## config.mk

```make
export PLATFORM = sky130hd
export DESIGN_NAME = random_free_slot_picker_core
export DESIGN_NICKNAME = d
export VERILOG_FILES = /design/src/rtl/rfsp_pkg.sv /design/src/rtl/rfsp_divider.sv /design/src/rtl/rfsp_cell.sv /design/src/rtl/random_free_slot_picker_core.sv
export SDC_FILE = /design/constraint.sdc
export NUM_CORES = 2
export LEC_CHECK = 0
export BUFFER_PORTS_ARGS = -buffer_cell sky130_fd_sc_hd__buf_2
export CORE_ASPECT_RATIO = 2
export CORE_MARGIN = 5
export CORE_UTILIZATION = 28
export CTS_CLUSTER_SIZE = 10
export DETAILED_ROUTE_END_ITERATION = 7
export SYNTH_ARGS = -nofsm -noshare
export SYNTH_HDL_FRONTEND = slang
export SYNTH_SLANG_ARGS = --single-unit
```

## constraint.sdc

```tcl
create_clock -name clk -period 3.2 [get_ports clk]
set_input_delay 0.64 -clock clk [delete_from_list [all_inputs] [get_ports clk]]
set_output_delay 0.64 -clock clk [all_outputs]
set_load 0.01 [all_outputs]
```

## src/rtl/rfsp_pkg.sv

```systemverilog
// Shared constants for the random free slot picker.
// No dependencies; imported by the divider and the core.
`timescale 1ns / 1ps

package rfsp_pkg;

  // Default and limits of the slot pool
  localparam int MAX_SLOTS_DEF = 64;

  // Fixed field widths of the channels and the register
  localparam int WORD_W = 31;
  localparam int POOL_W = 7;
  localparam int IDX_OUT_W = 6;
  localparam int LEFT_W = 7;

  // Register map: pool_size is the only register
  localparam int APB_ADDR_W = 3;
  localparam logic REG_POOL_SIZE = 1'b0;
  localparam logic [POOL_W-1:0] POOL_RESET = 7'd53;

endpackage

```

## src/rtl/rfsp_divider.sv

```systemverilog
// Iterative restoring remainder unit: one quotient bit per cycle.
// Depends on rfsp_pkg for the dividend width.
`timescale 1ns / 1ps

module rfsp_divider import rfsp_pkg::*; #(
  parameter int CW = 7
) (
  input  logic                clk,
  input  logic                rst,
  input  logic                start,
  input  logic [WORD_W-1:0]   dividend,
  input  logic [CW-1:0]       divisor,
  output logic                done,
  output logic [CW-1:0]       remainder
);

  localparam int NW = $clog2(WORD_W);

  logic              busy;
  logic [NW-1:0]     cnt;
  logic [CW-1:0]     rem;
  logic [WORD_W-1:0] dvd;
  logic [CW-1:0]     dvs;
  logic [CW:0]       trial;
  logic [CW-1:0]     rem_next;

  // Shift in the next dividend bit and subtract where it fits
  always_comb begin
    trial = {rem, dvd[WORD_W-1]};
    if (trial >= {1'b0, dvs}) begin
      rem_next = CW'(trial - {1'b0, dvs});
    end else begin
      rem_next = trial[CW-1:0];
    end
  end

  // Step control: load on start, advance while busy, pulse done at the end
  always_ff @(posedge clk) begin
    if (rst) begin
      busy <= 1'b0;
      done <= 1'b0;
      cnt  <= '0;
    end else begin
      done <= 1'b0;
      if (start) begin
        busy <= 1'b1;
        cnt  <= '0;
      end else if (busy) begin
        cnt <= cnt + NW'(1);
        if (cnt == NW'(WORD_W - 1)) begin
          busy <= 1'b0;
          done <= 1'b1;
        end
      end
    end
  end

  // Datapath registers
  always_ff @(posedge clk) begin
    if (start) begin
      rem <= '0;
      dvd <= dividend;
      dvs <= divisor;
    end else if (busy) begin
      rem <= rem_next;
      dvd <= {dvd[WORD_W-2:0], 1'b0};
    end
  end

  assign remainder = rem;

endmodule

```

## src/rtl/rfsp_cell.sv

```systemverilog
// One slot of the scan chain: holds the slot's used flag and passes the
// search token to the next slot each cycle. No package dependencies.
`timescale 1ns / 1ps

module rfsp_cell #(
  parameter int IDX = 0,
  parameter int IW  = 6,
  parameter int CW  = 7
) (
  input  logic          clk,
  input  logic          rst,
  input  logic          clear,
  input  logic [CW-1:0] pool_n,
  input  logic          in_act,
  input  logic          in_found,
  input  logic [CW-1:0] in_k,
  input  logic [IW-1:0] in_idx,
  output logic          out_act,
  output logic          out_found,
  output logic [CW-1:0] out_k,
  output logic [IW-1:0] out_idx,
  output logic          used
);

  logic take;
  logic hit;

  // A free slot inside the pool counts toward k; claim it when k is zero
  assign take = in_act && !in_found && !used && (CW'(IDX) < pool_n);
  assign hit  = take && (in_k == '0);

  // Token valid flag
  always_ff @(posedge clk) begin
    if (rst) begin
      out_act <= 1'b0;
    end else begin
      out_act <= in_act;
    end
  end

  // Token payload: count down past free slots, record the claimed index
  always_ff @(posedge clk) begin
    out_found <= in_found || hit;
    out_k     <= (take && !hit) ? in_k - CW'(1) : in_k;
    out_idx   <= hit ? IW'(IDX) : in_idx;
  end

  // Used flag: clear on refill, set on claim
  always_ff @(posedge clk) begin
    if (rst) begin
      used <= 1'b0;
    end else if (clear) begin
      used <= 1'b0;
    end else if (hit) begin
      used <= 1'b1;
    end
  end

endmodule

```

## src/rtl/random_free_slot_picker_core.sv

```systemverilog
// Random free slot picker: draws slots from a pool without replacement.
// Each item runs a 31-step remainder unit, then a scan through the chain of slot
// cells; an item on an empty pool skips both and goes straight to the result.
// One item at a time: the next item is taken once the result is moved to the
// output register. Synchronous reset clears all used flags,
// loads pool_size with 53 and the free count with the pool size.
`timescale 1ns / 1ps

module random_free_slot_picker_core import rfsp_pkg::*; #(
  parameter int MAX_SLOTS = MAX_SLOTS_DEF
) (
  input  logic                  clk,
  input  logic                  rst,
  input  logic                  psel,
  input  logic                  penable,
  input  logic                  pwrite,
  input  logic [APB_ADDR_W-1:0] paddr,
  input  logic [31:0]           pwdata,
  output logic [31:0]           prdata,
  output logic                  pready,
  input  logic                  in_valid,
  output logic                  in_ready,
  input  logic [WORD_W-1:0]     random_word,
  output logic                  out_valid,
  input  logic                  out_ready,
  output logic                  found,
  output logic [IDX_OUT_W-1:0]  slot_index,
  output logic [LEFT_W-1:0]     slots_left
);

  localparam int IW = $clog2(MAX_SLOTS);
  localparam int CW = $clog2(MAX_SLOTS + 1);
  localparam int SW = (CW > POOL_W) ? CW : POOL_W;

  typedef enum logic [1:0] {ST_IDLE, ST_DIV, ST_SCAN, ST_DONE} state_t;

  state_t              state;
  logic [POOL_W-1:0]   pool_size;
  logic [CW-1:0]       free_count;
  logic [CW-1:0]       pool_n;
  logic                launch_act;
  logic [CW-1:0]       launch_k;
  logic                res_found;
  logic [IW-1:0]       res_idx;
  logic [CW-1:0]       res_left;
  logic                cfg_wr;
  logic                accept;
  logic                div_start;
  logic                div_done;
  logic [CW-1:0]       div_rem;

  logic                tok_act   [MAX_SLOTS+1];
  logic                tok_found [MAX_SLOTS+1];
  logic [CW-1:0]       tok_k     [MAX_SLOTS+1];
  logic [IW-1:0]       tok_idx   [MAX_SLOTS+1];
  logic [MAX_SLOTS-1:0] used_vec;

  // Saturate a pool size to the number of slots that exist
  function automatic logic [CW-1:0] eff_pool(input logic [POOL_W-1:0] v);
    logic [SW-1:0] w;
    w = SW'(v);
    if (w > SW'(MAX_SLOTS)) begin
      return CW'(MAX_SLOTS);
    end
    return CW'(w);
  endfunction

  // Configuration port decode
  assign pready = 1'b1;
  assign cfg_wr = psel && penable && pwrite && (paddr[2] == REG_POOL_SIZE);
  assign prdata = (paddr[2] == REG_POOL_SIZE) ? 32'(pool_size) : 32'd0;
  assign pool_n = eff_pool(pool_size);

  // Input handshake and divider launch
  assign in_ready  = (state == ST_IDLE);
  assign accept    = in_valid && in_ready;
  assign div_start = accept && (free_count != '0);

  rfsp_divider #(
    .CW (CW)
  ) u_div (
    .clk       (clk),
    .rst       (rst),
    .start     (div_start),
    .dividend  (random_word),
    .divisor   (free_count),
    .done      (div_done),
    .remainder (div_rem)
  );

  // Scan chain: the token enters at slot 0 and leaves after the last slot
  assign tok_act[0]   = launch_act;
  assign tok_found[0] = 1'b0;
  assign tok_k[0]     = launch_k;
  assign tok_idx[0]   = '0;

  for (genvar i = 0; i < MAX_SLOTS; i++) begin : g_cell
    rfsp_cell #(
      .IDX (i),
      .IW  (IW),
      .CW  (CW)
    ) u_cell (
      .clk       (clk),
      .rst       (rst),
      .clear     (cfg_wr),
      .pool_n    (pool_n),
      .in_act    (tok_act[i]),
      .in_found  (tok_found[i]),
      .in_k      (tok_k[i]),
      .in_idx    (tok_idx[i]),
      .out_act   (tok_act[i+1]),
      .out_found (tok_found[i+1]),
      .out_k     (tok_k[i+1]),
      .out_idx   (tok_idx[i+1]),
      .used      (used_vec[i])
    );
  end

  // Control, pool state and output register
  always_ff @(posedge clk) begin
    if (rst) begin
      state      <= ST_IDLE;
      pool_size  <= POOL_RESET;
      free_count <= eff_pool(POOL_RESET);
      launch_act <= 1'b0;
      out_valid  <= 1'b0;
    end else begin
      launch_act <= 1'b0;
      if (out_valid && out_ready) begin
        out_valid <= 1'b0;
      end
      if (cfg_wr) begin
        pool_size  <= pwdata[POOL_W-1:0];
        free_count <= eff_pool(pwdata[POOL_W-1:0]);
      end
      unique case (state)
        ST_IDLE: begin
          if (accept) begin
            if (free_count == '0) begin
              res_found <= 1'b0;
              res_idx   <= '0;
              res_left  <= '0;
              state     <= ST_DONE;
            end else begin
              state <= ST_DIV;
            end
          end
        end
        ST_DIV: begin
          if (div_done) begin
            launch_act <= 1'b1;
            launch_k   <= div_rem;
            state      <= ST_SCAN;
          end
        end
        ST_SCAN: begin
          if (tok_act[MAX_SLOTS]) begin
            if (tok_found[MAX_SLOTS]) begin
              res_found  <= 1'b1;
              res_idx    <= tok_idx[MAX_SLOTS];
              res_left   <= free_count - CW'(1);
              free_count <= free_count - CW'(1);
            end else begin
              res_found <= 1'b0;
              res_idx   <= '0;
              res_left  <= '0;
            end
            state <= ST_DONE;
          end
        end
        ST_DONE: begin
          if (!out_valid || out_ready) begin
            found      <= res_found;
            slot_index <= IDX_OUT_W'(res_idx);
            slots_left <= LEFT_W'(res_left);
            out_valid  <= 1'b1;
            state      <= ST_IDLE;
          end
        end
        default: begin
          state <= ST_IDLE;
        end
      endcase
    end
  end

  // Free count never exceeds the pool
  a_free_le_pool: assert property (@(posedge clk) disable iff (rst)
    free_count <= pool_n)
    else $error("free count above pool size");

  // Used flags and free count account for the whole pool between items
  a_pool_balance: assert property (@(posedge clk) disable iff (rst)
    (state == ST_IDLE) |->
      ((CW+1)'($countones(used_vec)) + (CW+1)'(free_count) == (CW+1)'(pool_n)))
    else $error("used flags and free count disagree");

  // The token leaves the chain only while a scan is running
  a_tail_in_scan: assert property (@(posedge clk) disable iff (rst)
    tok_act[MAX_SLOTS] |-> (state == ST_SCAN))
    else $error("scan token outside scan");

  // A claim takes exactly one slot from the free count
  a_claim_dec: assert property (@(posedge clk) disable iff (rst)
    (state == ST_SCAN && tok_act[MAX_SLOTS] && tok_found[MAX_SLOTS] && !cfg_wr)
      |=> (free_count == $past(free_count) - CW'(1)))
    else $error("free count not decremented on claim");

  // A remainder is never taken against an empty pool
  a_div_nonempty: assert property (@(posedge clk) disable iff (rst)
    (state == ST_DIV && div_done) |-> (free_count != '0))
    else $error("division against empty pool");

endmodule

```

==> results.yml <==
status:
  status: "finished, final reports clean"
global_route:
  overflow: 0
  grt_pass1_vias: 25850
  grt_max_degree: 57
  grt.total_usage_pct: 11.00
  grt_pass1_wl_um: 130500
  antenna_found_initial: 1
power:
  p_per_area_nw_per_um2: 593.4
  p_leak_nw: 17.99
  ir_drop_uv: 492.9
clocking:
  postCtsHoldBufs: 0
  cts_setup_buffers: 0
  clockBufferDepth: 3
  ctsResizeCount: 0
  cts.clk_slew.worst_paths_ps: 60
  cts_sinks: 1059
  cts_made_buffers: 116
  cts_tree: "built"
  htreeDepth: 3
  cts_root_buf: "clkbuf_16"
  worstSkewPairLatency_ps: 690
worst_setup_path:
  crit_type: "reg2reg"
  crit_start: "pool_size[5]"
  crit_path_end_kind: "flip-flop"
  start_kind: "flip-flop"
  critPathMaxFanout: 14
  reg2reg_from: "pool_size[5]"
  cp_data_required_time_ps: 3750
  cp.arrival_ps: 3230
logic_synthesis:
  synth_area_um2: 38760
  async_reset_ff_share_pct: 0
  avgSynthCellArea_um2: 10.61
  synth_seq_cells: 1059
  yosys_warnings: 0
  synthTopCellsByArea: "dfxtp_1, xnor2_1, edfxtp_1, ha_1, nor2_1"
  ys_types: 83
  yosysTopAreaCell: "dfxtp_1"
  syn_inst: 3653
  synth_top_area_share_pct: 50.93
  synth_seq_area_share_pct: 56.59
  synth-edff-count: 73
  synth_flop_cell: "dfxtp_1"
sta:
  post-route-period-util_pct: 83.81
  worst_pin_slew_ps: 1066
  clock_skew_ps: 27.30
  maxSlewViolCount: 0
  setup_viol: 0
  finalHoldViolCount: 0
  period_minus_slack_ps: 2682
  rsz0062_at_grt: "false"
  clock.fmax_mhz: 372.9
  max_slew_margin_pct: 28.26
  setup_tns_ps: 0
  setup_slack_ps: 518.2
routing:
  ant_nets: 0
  totalWireLength_um: 81370
  route.detailed.drc: 0
  dr.first_iter.drc_count: 771
  via_per_inst: 4.297
  drtPass1Iterations: 4
  vias: 24350
  routedWlPerCell_um: 14.36
min_path:
  hp-start: "random_word[0]"
  hold_class: "in2reg"
die:
  initial_utilization_pct: 28.11
  pin_count: 122
  die_h_um: 536.1
  die_w_um: 273.1
  die-area_um2: 146400
  core_um2: 137900
  rows: 193
place:
  placed_area_um2: 41280
  numPlacedInstances: 5523
  hpwl_um: 59880
  post-place-ws_ps: 509.2
  port_buffers: 68
  gp_congestion: 0.8051
layout:
  regArea_um2: 21930
  fill_cells: 13970
  multi_input_area_um2: 15540
  final_nets: 4004
  stdcell_count: 5666
  area_growth_pct: 14.50
  layout-drive-gt1-share_pct: 11.76
  final_cell_area_um2: 44370
flow_run:
  max-cap-violations: 0
[critical path, cell delays in order, from the launching register on]
cell       delay, ps
dfxtp_1          670
buf_4            320
or4b_1           690
o2111ai_1        350
nor2_1           190
or2_2            310
[cells in the final DEF, fill, tap and decap left out, types with 32 or more instances in the layout]
cell / instances
ha_1: 141
nor2b_1: 166
or2_2: 141
inv_1: 204
xor2_1: 97
nor3_1: 40
edfxtp_1: 73
nor4_1: 104
buf_4: 46
or3_1: 32
xnor2_1: 292
and2_1: 66
nand3_1: 124
clkbuf_16: 116
nor2_1: 320
nand3b_1: 61
dfxtp_1: 986
nand2b_1: 125
buf_2: 67
nand2_1: 139
o21ai_0: 35
a21oi_1: 83
[report_power, final]
| part | total, W | switching [W] | leakage (nW) | internal [W] |
|---|---|---|---|---|
| clock network | 0.0114 | 0.00498 | 1.50 | 0.00645 |
| registers | 0.0138 | 0.000112 | 8.78 | 0.0137 |
| logic | 0.00111 | 0.000656 | 7.70 | 0.000450 |
| total | 0.0263 | 0.00575 | 18.0 | 0.0206 |
[metal layers]
metal / part of all wire (%) / global-route usage, % / vias up
li1: - / - / 12230
met1: 35 / 10.04 / 11700
met2: 59 / 23.56 / 284
met3: 2.7 / 1.637 / 137
met4: 3.1 / 4.138 / 0
met5: 0 / 0 / -
[cell usage after synthesis (4+ instances only)]
library cell  count
nor4_1          104
and3_1           14
a211o_1           4
nand3_1         124
nor4b_1          13
nand3b_1         61
xor2_1           97
mux2_2           31
nor3_1           40
or3_1            32
a21o_1            4
nor3b_2           6
buf_6             5
xnor2_1         292
or3b_1            7
clkbuf_1         64
o2111a_1          6
o311ai_0          4
ha_1            141
o21ai_0          35
buf_4            30
nand4b_1         21
dfxtp_1         986
nor2b_1         166
nand2b_1        126
edfxtp_1         73
nand4_1          14
or4b_1            8
a21oi_1          83
or3b_2            4
inv_1           204
o211ai_1         20
and3b_1           9
o21a_1           13
nor2_1          320
o211a_1           6
buf_2            22
or2_1             8
or4_1             9
nor3b_1          25
and2_1           66
a211oi_1          7
o2111ai_1        12
or2_2           141
nand2_1         139
[final timing paths]
path | endpoint | slack, ps | depth (start not counted)
setup / recovery | g_cell[33].u_cell.out_idx[0] | 520 | 5
hold / removal | u_div.dvd[0] | 230 | 2
setup reg to reg | g_cell[33].u_cell.out_idx[0] | 520 | 5
hold reg to reg | g_cell[44].u_cell.out_idx[2] | 400 | 1
[metrics by stage]
| stage | total power, W | utilization [%] | hold slack, ps |
|---|---|---|---|
| global route | 0.02734 | 32.18 | 202.0 |
| CTS | 0.02674 | 32.17 | 165.6 |
| floorplan | 0.01480 | - | 385.5 |
| detailed placement | 0.01520 | 29.94 | 391.7 |
| finish | 0.02633 | 32.18 | 232.9 |
| global placement | 0.01517 | 29.94 | 387.7 |
[flip-flops by register name, summed over array words and instances (netlist names)]
name	cells
launch_act	1
found	1
u_div.dvs	7
u_div.remainder	7
g_cell.u_cell.used	64
pool_size	7
launch_k	7
state	2
g_cell.u_cell.out_found	64
u_div.dvd	31
g_cell.u_cell.out_idx	321
res_found	1
slot_index	6
res_left	7
slots_left	7
u_div.done	1
g_cell.u_cell.out_k	441
res_idx	6
u_div.cnt	5
out_valid	1
free_count	7
u_div.busy	1
g_cell.u_cell.out_act	64
[logic make-up after synthesis]
family | count (synthesis) | share of synthesized area (%)
XOR/XNOR | 389 | 8.791
buffers and inverters | 326 | 3.616
multiplexers | 34 | 0.9782
AND/OR/NAND/NOR | 1472 | 21.34
other | 2 | 0.01938
flip-flops | 1059 | 56.59
AO/OA/AOI/OAI | 229 | 4.065
adder cells (fa/ha/maj) | 142 | 4.604
[cell type report]
type,count,area share [%]
antenna,4,0.02256
clock buffer,131,6.669
clock inverter,8,0.2820
inverter,205,1.734
multi-input combinational,2292,35.02
sequential,1059,49.42
tap,1852,5.222
timing repair buffer,115,1.624
No activity file was read; power rests on OpenSTA's default activity.
